[src/rtl/hsi_pkg.sv]
// hash set insert/lookup unit: shared types and constants
// payload structs for both channels, controller/datapath command and status
package hsi_pkg;

   localparam logic [31:0] HASH_MULT = 32'd2654435761;
   localparam logic [31:0] EMPTY_KEY = 32'hffff_ffff;
   localparam int POS_WIDTH = 10;
   localparam int COUNT_WIDTH = 11;

   localparam logic ACTION_INSERT = 1'b0;
   localparam logic ACTION_LOOKUP = 1'b1;

   typedef struct packed {
      logic        action;
      logic [31:0] key;
   } req_type;

   typedef struct packed {
      logic                   present;
      logic                   inserted;
      logic                   table_full;
      logic [POS_WIDTH-1:0]   insert_position;
      logic [COUNT_WIDTH-1:0] entry_count;
   } rsp_type;

   typedef struct packed {
      logic start;
      logic clear_step;
      logic load_slot;
      logic probe_step;
      logic load_rsp;
   } cmd_type;

   typedef struct packed {
      logic clear_last;
      logic probe_done;
   } status_type;

endpackage

[src/rtl/hsi_ctrl.sv]
// hash set controller: clearing pass, probe sequencing and channel handshakes
// depends on hsi_pkg
module hsi_ctrl (
   input  logic                clock,
   input  logic                reset,
   input  logic                req_valid,
   output logic                req_stall,
   output logic                rsp_valid,
   input  logic                rsp_stall,
   input  hsi_pkg::status_type status,
   output hsi_pkg::cmd_type    cmd
);

   localparam logic [2:0] ST_CLEAR = 3'd0;
   localparam logic [2:0] ST_IDLE  = 3'd1;
   localparam logic [2:0] ST_ADDR  = 3'd2;
   localparam logic [2:0] ST_CHECK = 3'd3;
   localparam logic [2:0] ST_RESP  = 3'd4;

   logic [2:0] state_ff, state_in;
   logic       rsp_valid_ff, rsp_valid_in;

   always_comb begin
      state_in = state_ff;
      cmd      = '0;
      case (state_ff)
         ST_CLEAR: begin
            cmd.clear_step = 1'b1;
            if (status.clear_last) begin
               state_in = ST_IDLE;
            end
         end
         ST_IDLE: begin
            if (req_valid) begin
               cmd.start = 1'b1;
               state_in  = ST_ADDR;
            end
         end
         ST_ADDR: begin
            cmd.load_slot = 1'b1;
            state_in      = ST_CHECK;
         end
         ST_CHECK: begin
            cmd.probe_step = 1'b1;
            if (status.probe_done) begin
               state_in = ST_RESP;
            end
         end
         ST_RESP: begin
            // output register free or being emptied by a transfer
            if (!rsp_valid_ff || !rsp_stall) begin
               cmd.load_rsp = 1'b1;
               state_in     = ST_IDLE;
            end
         end
         default: begin
            state_in = ST_IDLE;
         end
      endcase
   end

   always_comb begin
      rsp_valid_in = rsp_valid_ff;
      if (cmd.load_rsp) begin
         rsp_valid_in = 1'b1;
      end else if (!rsp_stall) begin
         rsp_valid_in = 1'b0;
      end
   end

   always_ff @(posedge clock) begin
      if (reset) begin
         state_ff     <= ST_CLEAR;
         rsp_valid_ff <= 1'b0;
      end else begin
         state_ff     <= state_in;
         rsp_valid_ff <= rsp_valid_in;
      end
   end

   assign req_stall = (state_ff != ST_IDLE);
   assign rsp_valid = rsp_valid_ff;

   a_accept_starts_probe: assert property (@(posedge clock) disable iff (reset)
      (state_ff == ST_IDLE && req_valid) |=> (state_ff == ST_ADDR))
      else $error("accepted item did not start a probe");

   a_done_to_resp: assert property (@(posedge clock) disable iff (reset)
      (state_ff == ST_CHECK && status.probe_done) |=> (state_ff == ST_RESP))
      else $error("finished probe did not move to response");

   a_no_overwrite: assert property (@(posedge clock) disable iff (reset)
      (rsp_valid_ff && rsp_stall) |=> !$past(cmd.load_rsp))
      else $error("result loaded over a waiting result");

endmodule

[config.mk]
export PLATFORM = sky130hd
export DESIGN_NAME = hsi_ctrl
export DESIGN_NICKNAME = d
export VERILOG_FILES = /design/src/rtl/hsi_pkg.sv /design/src/rtl/hsi_ctrl.sv
export SDC_FILE = /design/constraint.sdc
export NUM_CORES = 1
export LEC_CHECK = 0
export BUFFER_PORTS_ARGS = -buffer_cell sky130_fd_sc_hd__buf_4
export CAP_MARGIN = 0
export CORE_AREA = 2 2 39 41
export DETAILED_ROUTE_END_ITERATION = 10
export DIE_AREA = 0 0 41 43
export SLEW_MARGIN = 20
export SYNTH_ARGS = -nofsm -noshare
export SYNTH_HDL_FRONTEND = slang
export SYNTH_SLANG_ARGS = --single-unit
[constraint.sdc]
create_clock -name clock -period 2.15 [get_ports clock]
set_clock_uncertainty 0.15 [all_clocks]
set_input_delay 0.215 -clock clock [delete_from_list [all_inputs] [get_ports clock]]
set_output_delay 0.215 -clock clock [all_outputs]
set_load 0.01 [all_outputs]
Word-level counts from Yosys, hierarchy flattened
Index checks and enable logic that the tools add are counted.
{"block": "word_totals", "regBits": 4, "in_bits": 6, "out_inout_bits": 7}
{"block": "op_classes", "n_eq_ne": 10, "n_mux": 14, "reduce_logical": 5}
{"cell": "case mux 3 bit (5 select lines)", "n": 1}
{"cell": "2-to-1 mux 3 bit", "n": 4}
{"cell": "2-to-1 mux 1 bit", "n": 9}
{"cell": "!= test 2 bit, second input constant", "n": 4}
{"cell": "== test 3 x 2 -> 1 bit, second input constant", "n": 2}
{"cell": "AND reduction 4 bit", "n": 1}
{"cell": "== test 3 x 1 -> 1 bit, second input constant", "n": 1}
{"cell": "== test 3 bit, second input constant", "n": 1}
{"cell": "logical NOT 3 bit", "n": 1}
{"cell": "!= test 3 x 1 -> 1 bit, second input constant", "n": 1}
{"cell": "logical NOT 1 bit", "n": 2}
{"cell": "!= test 2 x 1 -> 1 bit, second input constant", "n": 1}
{"cell": "logical OR 1 bit", "n": 1}

Logic depth before layout (Yosys ltp)
Gate-level depths: netlist of run 1.
{"block": "logic_depth", "ltp_word": 5, "ltp_mapped": 5}

Worst setup path before layout of run 1
Ideal clock, no wire load.
{"block": "synth_path", "path_kind": "register to output", "startpoint": "reg state_ff[1]", "endpoint": "out cmd[0] in the netlist's numbering", "arrival_ps": 913, "required_time_ps": 1785, "setup_slack_ps": 872, "path_stages_with_launch": 6, "path_buffers": 2, "path_cell_list": "dfxtp_1 buf_6 nor2_1 nand2_1 a21oi_1 buf_4"}
{"element": "from (decl)", "line": "hsi_ctrl.sv:20", "source": "logic [2:0] state_ff, state_in;"}
{"element": "from (signal assigned)", "line": "hsi_ctrl.sv:76", "source": "state_ff <= state_in;"}
{"element": "to (decl)", "line": "hsi_ctrl.sv:11", "source": "output hsi_pkg::cmd_type cmd"}

==> flow_summary.json, run 1 <==
{
  "p_total_mw": 0.224,
  "drive_gt1_share_pct": 45.2,
  "post_cts_resized": 0,
  "hold_violations": 0,
  "critPathRequiredTime_ns": 1.78,
  "worstSetupPathType": "flop to output port",
  "start_kind": "flop",
  "routed-via-count": 244,
  "pre_cts_slack_ns": 0.762,
  "die_x_um": 41,
  "hold_end": "state_ff[0]$_SDFFE_PP0P_",
  "post-route-period-util_pct": 75.1,
  "diodes": 0,
  "cts_max_level": 1,
  "synth_top_area_share_pct": 32.7,
  "cts.clk_slew.worst_paths_ns": 0.04,
  "area_growth_pct": 44.4,
  "io_buffers": 12,
  "holdWs_ns": 0.0145,
  "drtIter0Drc": 5,
  "cts_max_path_buffers": 2,
  "max_slew.worst_pin.slew_ns": 0.284,
  "setup-violations-final": 0,
  "hp-start": "reset",
  "cts-root-buf": "clkbuf_4",
  "yosysUniqueCellTypes": 18,
  "status": "finished, final reports clean",
  "ir_drop_mv": 0.301,
  "maxSlewViolCount": 0,
  "die_h_um": 43,
  "max_freq_mhz": 619,
  "syn_area_um2": 245,
  "dr.pass1.iters": 4,
  "wl_per_cell_um": 9.10,
  "min_path_cells": 2,
  "numPlacedInstances": 55,
  "synth.area.top_cells": "dfxtp_1 33%, a21oi_1 8.2%, a221oi_2 6.1%, mux2_4 6.1%, nand2_1 6.1%",
  "drtAntennaViolNets": 0,
  "die_area_um2": 1760,
  "routed_via_density": 4.21,
  "grtUsageTotal_pct": 7.03,
  "powerDensity_nw_per_um2": 633,
  "coreArea_um2": 1380,
  "cp.arrival_ns": 1.25,
  "grt_pass1_wl_um": 793,
  "fillCellCount": 164,
  "power_leakage_nw": 0.156,
  "clock_sinks": 4,
  "synth_area_per_cell_um2": 8.17,
  "fin_crit_ns": 1.62,
  "synth_ff_type": "dfxtp_1",
  "gp_congestion": 0.640,
  "r2r_start": "state_ff[1]$_SDFFE_PP0P_",
  "postCtsSetupBuffers": 0,
  "tns_ns": 0,
  "cts_tree": "yes",
  "clock_latency_ns": 0.23,
  "yosysWarnings": 0,
  "rr_endpoint": "state_ff[0]$_SDFFE_PP0P_",
  "rows": 14,
  "initial_core_util_pct": 17.7,
  "rsz0062_at_grt": "false",
  "hold_class": "input pin to flop",
  "final_area_um2": 354,
  "yosys.area.top_type": "dfxtp_1",
  "synthCells": 30,
  "endpoint_kind": "output port",
  "ys_seq_elements": 4,
  "yosysSeqAreaShare_pct": 32.7,
  "postSynth.asyncResetShare_pct": 0,
  "drc_errors": 0,
  "place_area_um2": 332,
  "grt_start_max_net_pins": 10,
  "r2r_slack_ns": 0.87,
  "r2r_cells": 2,
  "final.setup.worst_slack_ns": 0.535,
  "synth_common_cells": "4 x a21oi_1, 4 x dfxtp_1, 4 x nand2_1",
  "wirelength_um": 528,
  "grt_overflow": 0,
  "stdcell_count": 58,
  "fin_util_pct": 25.6,
  "numCtsBuffers": 3,
  "syn-num-nets": 36,
  "crit_path_max_fanout": 9,
  "relSlewSlack_pct": 81.0,
  "antenna_found_initial": 0,
  "num-nets-final": 50,
  "ctsHoldBuffers": 0,
  "pin_count": 13,
  "drv_cap": 0,
  "synth_edf_count": 0,
  "first_global_vias": 202
}
placed cells by master, fill, tap and decap left out:
cell,n
nand4_1,1
dfxtp_1,4
nor3b_1,1
and3_1,1
nor3_1,2
nand3_1,2
buf_4,12
nor2_1,2
clkbuf_4,3
mux2_4,1
a21oi_1,4
nor2b_1,1
o21ai_0,1
and3b_2,1
a221oi_2,1
and2_2,1
nand2_1,4
how the worst max path moves through the flow:
stage | cells after the start | slack (ns) | to | from
after floorplan | 5 | 0.87 | cmd[0] | state_ff[1]$_SDFFE_PP0P_
after global placement | 4 | 0.80 | cmd[0] | state_ff[1]$_SDFFE_PP0P_
after detailed placement | 4 | 0.76 | cmd[0] | state_ff[1]$_SDFFE_PP0P_
after CTS | 4 | 0.50 | cmd[0] | state_ff[1]$_SDFFE_PP0P_
after global routing | 4 | 0.42 | cmd[0] | state_ff[1]$_SDFFE_PP0P_
final | 4 | 0.53 | cmd[0] | state_ff[1]$_SDFFE_PP0P_
state kept, by name, indices dropped and copies added, names as in the netlist:
name	flops
state_ff	3
rsp_valid	1
area by class of cell:
| cell class | instances | area (um^2) | area share, % |
|---|---|---|---|
| sequential | 4 | 80.1 | 22.6 |
| tap | 16 | 20.0 | 5.65 |
| multi-input combinational | 23 | 141 | 39.9 |
| clock buffer | 3 | 22.5 | 6.36 |
| timing repair buffer | 12 | 90.1 | 25.4 |
metal layers:
layer | GRT usage (%) | vias up | part of all wire, %
li1 | - | 131 | -
met1 | 8.68 | 103 | 48
met2 | 7.81 | 10 | 39
met3 | 6.28 | 0 | 12
met4 | 4.00 | 0 | 0
met5 | 0 | - | 0
cells by family (layout without fill, tap and decap cells):
kind of cell / count (synthesis) / after routing / synth area share, %
simple gates: 16 / 16 / 35.2
flops: 4 / 4 / 32.7
buf+inv: 3 / 15 / 9.69
mux: 1 / 1 / 6.12
compound gates: 6 / 6 / 16.3
power breakdown:
| part | internal [mW] | switching (mW) |
|---|---|---|
| Sequential | 0.0783 | 0.00654 |
| Clock | 0.0624 | 0.0297 |
| Combinational | 0.0268 | 0.0205 |
critical path, cell delays in order (launching register included):
cell and delay [ns]:
dfxtp_1 0.38, nor2_1 0.26, nand2_1 0.11, a21oi_1 0.14, buf_4 0.14
(Power assumes the default switching activity.)
==> inputs of run 2 (changes only) <==
==> constraint.sdc (replaced) <==
create_clock -name clock -period 1.4 [get_ports clock]
set_clock_uncertainty 0.15 [all_clocks]
set_input_delay 0.14 -clock clock [delete_from_list [all_inputs] [get_ports clock]]
set_output_delay 0.14 -clock clock [all_outputs]
set_load 0.01 [all_outputs]
==> flow_summary.json, run 2 (synthesized netlist as in run 1, its figures left out) <==
{
  "endpoint_kind": "output port",
  "worstSetupPathType": "flop to output port",
  "cts_max_path_buffers": 2,
  "rows": 14,
  "first_global_vias": 210,
  "power_leakage_nw": 0.171,
  "ir_drop_mv": 0.442,
  "area_growth_pct": 62.8,
  "postCtsSetupBuffers": 0,
  "drtAntennaViolNets": 0,
  "cts_max_level": 1,
  "diodes": 0,
  "hold_class": "input pin to flop",
  "die_h_um": 43,
  "grtUsageTotal_pct": 6.83,
  "max_slew.worst_pin.slew_ns": 0.215,
  "wl_per_cell_um": 9.12,
  "post-route-period-util_pct": 95.6,
  "numCtsBuffers": 3,
  "drv_cap": 0,
  "final_area_um2": 399,
  "routed-via-count": 256,
  "cts_tree": "yes",
  "io_buffers": 12,
  "gp_congestion": 0.693,
  "powerDensity_nw_per_um2": 893,
  "final_common_cell": "buf_4",
  "critPathRequiredTime_ns": 1.11,
  "grt_overflow": 0,
  "cts.clk_slew.worst_paths_ns": 0.04,
  "setup-violations-final": 0,
  "clock_sinks": 4,
  "dr.pass1.iters": 2,
  "drtIter0Drc": 3,
  "die_area_um2": 1760,
  "top_register": "state_ff",
  "drc_errors": 0,
  "drive_gt1_share_pct": 59.1,
  "hold_violations": 0,
  "pre_cts_slack_ns": 0.127,
  "die_x_um": 41,
  "num-nets-final": 52,
  "relSlewSlack_pct": 85.5,
  "cp.arrival_ns": 1.05,
  "start_kind": "flop",
  "place_area_um2": 339,
  "multi_input_area_um2": 160,
  "final.setup.worst_slack_ns": 0.0610,
  "r2r_slack_ns": 0.20,
  "initial_core_util_pct": 17.7,
  "maxSlewViolCount": 0,
  "regArea_um2": 88.8,
  "clock_latency_ns": 0.23,
  "place_hpwl_um": 417,
  "largest_register_ff_count": 3,
  "coreArea_um2": 1380,
  "antenna_found_initial": 0,
  "fillCellCount": 159,
  "grt_start_max_net_pins": 10,
  "cts-root-buf": "clkbuf_4",
  "fin_crit_ns": 1.34,
  "routed_via_density": 4.27,
  "layout_common_cells": "13 x buf_4, 4 x nand2_1, 3 x a21oi_1, 3 x clkbuf_4",
  "wirelength_um": 547,
  "crit_path_max_fanout": 8,
  "status": "finished, final reports clean",
  "pin_count": 13,
  "max_freq_mhz": 747,
  "grt_pass1_wl_um": 765
}
[run 2: per-stage QoR]
step	setup TNS [ns]	total power [mW]	instances	hold slack, ns	util (%)
2_1_floorplan	0	0.172	30	0.0562	-
3_3_place_gp	0	0.211	56	0.185	24.5
3_5_place_dp	0	0.212	56	0.188	24.5
4_1_cts	0	0.362	60	0.0351	27.5
5_1_grt	-0.00159	0.383	60	0.0592	28.8
6_report	0	0.357	60	0.0474	28.8
[run 2: final timing paths]
path,from,endpoint,cells after the start
max reg2reg,state_ff[1]$_SDFFE_PP0P_,state_ff[0]$_SDFFE_PP0P_,2
min reg2reg,rsp_valid$_SDFFE_PP0P_,rsp_valid$_SDFFE_PP0P_,2
min,rsp_stall,rsp_valid$_SDFFE_PP0P_,3
max,state_ff[0]$_SDFFE_PP0P_,cmd[1],3
[run 2: layout make-up]
type | instances | area share [%]
Timing Repair Buffer | 14 | 27.0
Tap cell | 16 | 5.02
Multi-Input combinational cell | 23 | 40.1
Sequential cell | 4 | 22.3
Clock buffer | 3 | 5.64
[run 2: where the power goes]
group          internal [mW]  switching [mW]
sequential             0.121          0.0136
clock                 0.0954          0.0407
combinational         0.0527          0.0335
[run 2: timing repair]
action,in CTS,in global routing
resized for setup,5,5
endpoints found under the setup margin,3,2
endpoints found under the hold margin,4,0
hold buffers,1,0
cloned,0,0
pin swaps,0,0
[run 2: worst max-delay path, cell delays in order (launching register included)]
cell and delay [ns]:
dfxtp_4 0.36, nor2b_4 0.14, and2_2 0.19, buf_4 0.14
[run 2: routing by layer]
metal	track usage, %	vias up	routed length, um
met5	0	-	0
met2	7.81	8	259
li1	-	135	-
met3	4.71	0	40
met1	8.04	113	247
met4	6.00	0	0
==> inputs of run 3 (changes only) <==
--- a/config.mk
+++ b/config.mk
@@ -5,11 +5,11 @@
 export SDC_FILE = /design/constraint.sdc
 export NUM_CORES = 1
 export LEC_CHECK = 0
-export BUFFER_PORTS_ARGS = -buffer_cell sky130_fd_sc_hd__buf_4
 export CAP_MARGIN = 0
 export CORE_AREA = 2 2 39 41
 export DETAILED_ROUTE_END_ITERATION = 10
 export DIE_AREA = 0 0 41 43
+export DONT_BUFFER_PORTS = 1
 export SLEW_MARGIN = 20
 export SYNTH_ARGS = -nofsm -noshare
 export SYNTH_HDL_FRONTEND = slang
==> flow_summary.json, run 3 (synthesized netlist as in run 1, its figures left out) <==
{
  "wirelength_um": 616,
  "num-nets-final": 44,
  "tns_ns": 0,
  "die_area_um2": 1760,
  "cts_max_level": 1,
  "die_x_um": 41,
  "worstSetupPathType": "flop to output port",
  "fin_crit_ns": 1.31,
  "p_clk_share_pct": 42.0,
  "top_register": "state_ff",
  "postCtsSetupBuffers": 0,
  "largest_register_ff_count": 3,
  "p_total_mw": 0.340,
  "final_area_um2": 339,
  "ir_drop_mv": 0.571,
  "cts_tree": "yes",
  "die_h_um": 43,
  "rsz0062_at_grt": "false",
  "area_growth_pct": 38.3,
  "crit_path_max_fanout": 8,
  "critPathRequiredTime_ns": 1.11,
  "drtAntennaViolNets": 0,
  "cts.clk_slew.worst_paths_ns": 0.04,
  "cp.arrival_ns": 1.02,
  "drc_errors": 0,
  "switchingPower_mw": 0.0884,
  "relSlewSlack_pct": 75.7,
  "p_comb_share_pct": 18.8,
  "status": "finished, final reports clean",
  "grt_overflow": 0,
  "start_kind": "flop",
  "coreArea_um2": 1380,
  "clock_sinks": 4,
  "numCtsBuffers": 3,
  "setup-violations-final": 0,
  "p_int_mw": 0.252,
  "swShare_pct": 26.0,
  "hold_class": "input pin to flop",
  "cp_top_family": "simple AND/OR/NAND/NOR gates",
  "place_area_um2": 249,
  "antenna_found_initial": 0,
  "grtUsageTotal_pct": 8.22,
  "clock_latency_ns": 0.23,
  "diodes": 0,
  "routed-via-count": 242,
  "grt_pass1_wl_um": 890,
  "grt_start_max_net_pins": 10,
  "final_common_cell": "dlygate4sd3_1",
  "maxSlewViolCount": 0,
  "cts_max_path_buffers": 2,
  "max_slew.worst_pin.slew_ns": 0.361,
  "rows": 14,
  "first_global_vias": 210,
  "cp_cell_sequence": "nor2b_2 > and2_2",
  "hold_violations": 0,
  "dr.pass1.iters": 2,
  "drv_cap": 0,
  "drtIter0Drc": 2,
  "max_stage_delay_ns": 0.39,
  "max_freq_mhz": 763,
  "endpoint_kind": "output port",
  "fin_util_pct": 24.5,
  "routed_via_density": 4.65,
  "layout_common_cells": "5 x dlygate4sd3_1, 4 x nand2_1, 3 x a21oi_1, 3 x clkbuf_4, 3 x dfxtp_2",
  "initial_core_util_pct": 17.7,
  "drive_gt1_share_pct": 41.7,
  "power_leakage_nw": 0.126,
  "path_buf_inv": 0,
  "wl_per_cell_um": 11.8,
  "cpMaxStageDelayCell": "dfxtp_2",
  "io_buffers": 0,
  "post-route-period-util_pct": 93.6,
  "cts-root-buf": "clkbuf_4",
  "gp_congestion": 0.631,
  "seq_power_share_pct": 39.2,
  "pin_count": 13,
  "powerDensity_nw_per_um2": 1000
}
run 3: cell types whose count changed in the layout (fill, tap and decap cells not counted), sizes merged:
cell         change
dlygate4sd3      +4
buf             -12
run 3: layer usage:
metal | part of all wire, % | vias up | global-route usage (%)
met5 | 0 | - | 0
met3 | 9.3 | 2 | 6.81
li1 | - | 119 | -
met4 | 1.9 | 0 | 6.00
met2 | 43 | 10 | 9.06
met1 | 46 | 111 | 9.90
run 3: timing repair:
action,in CTS,in global routing
hold buffers,4,1
endpoints found under the setup margin,2,4
endpoints found under the hold margin,4,1
resized for setup,2,5
cloned,0,0
run 3: layout make-up:
class / instances / area [um^2]
sequential: 4 / 83.8
fill: 153 / 1040
tap: 16 / 20.0
multi-input combinational: 23 / 155
timing repair buffer: 6 / 57.6
clock buffer: 3 / 22.5
run 3: path summary, 6_finish.rpt:
path / depth (start not counted) / slack [ns] / endpoint / startpoint
setup / recovery: 2 / 0.09 / cmd[1] / state_ff[0]$_SDFFE_PP0P_
hold / removal: 3 / 0.02 / state_ff[1]$_SDFFE_PP0P_ / status[0]
setup reg to reg: 2 / 0.19 / state_ff[0]$_SDFFE_PP0P_ / state_ff[1]$_SDFFE_PP0P_
hold reg to reg: 1 / 0.38 / state_ff[1]$_SDFFE_PP0P_ / state_ff[2]$_SDFFE_PP0P_
run 3: tightest hold or removal path, delay by kind of cell:
| family | cells | cell delay (ns) |
|---|---|---|
| compound gates | 1 | 0.06 |
| simple gates | 2 | 0.15 |
run 3: stage by stage:
step	hold slack [ns]	setup slack (ns)	std cells
CTS	0.00893	0.0169	51
floorplan	0.0562	0.197	30
finish	0.0182	0.0901	52
global route	0.0296	0.0286	52
global placement	0.0580	0.163	44
detailed placement	0.0588	0.143	44
run 3: power groups by stage:
stage | sequential (mW) | combinational [mW] | clock (mW)
global route | 0.135 | 0.0694 | 0.160
detailed placement | 0.132 | 0.0474 | 0
global placement | 0.132 | 0.0472 | 0
finish | 0.133 | 0.0638 | 0.143
CTS | 0.130 | 0.0603 | 0.154
floorplan | 0.127 | 0.0455 | 0
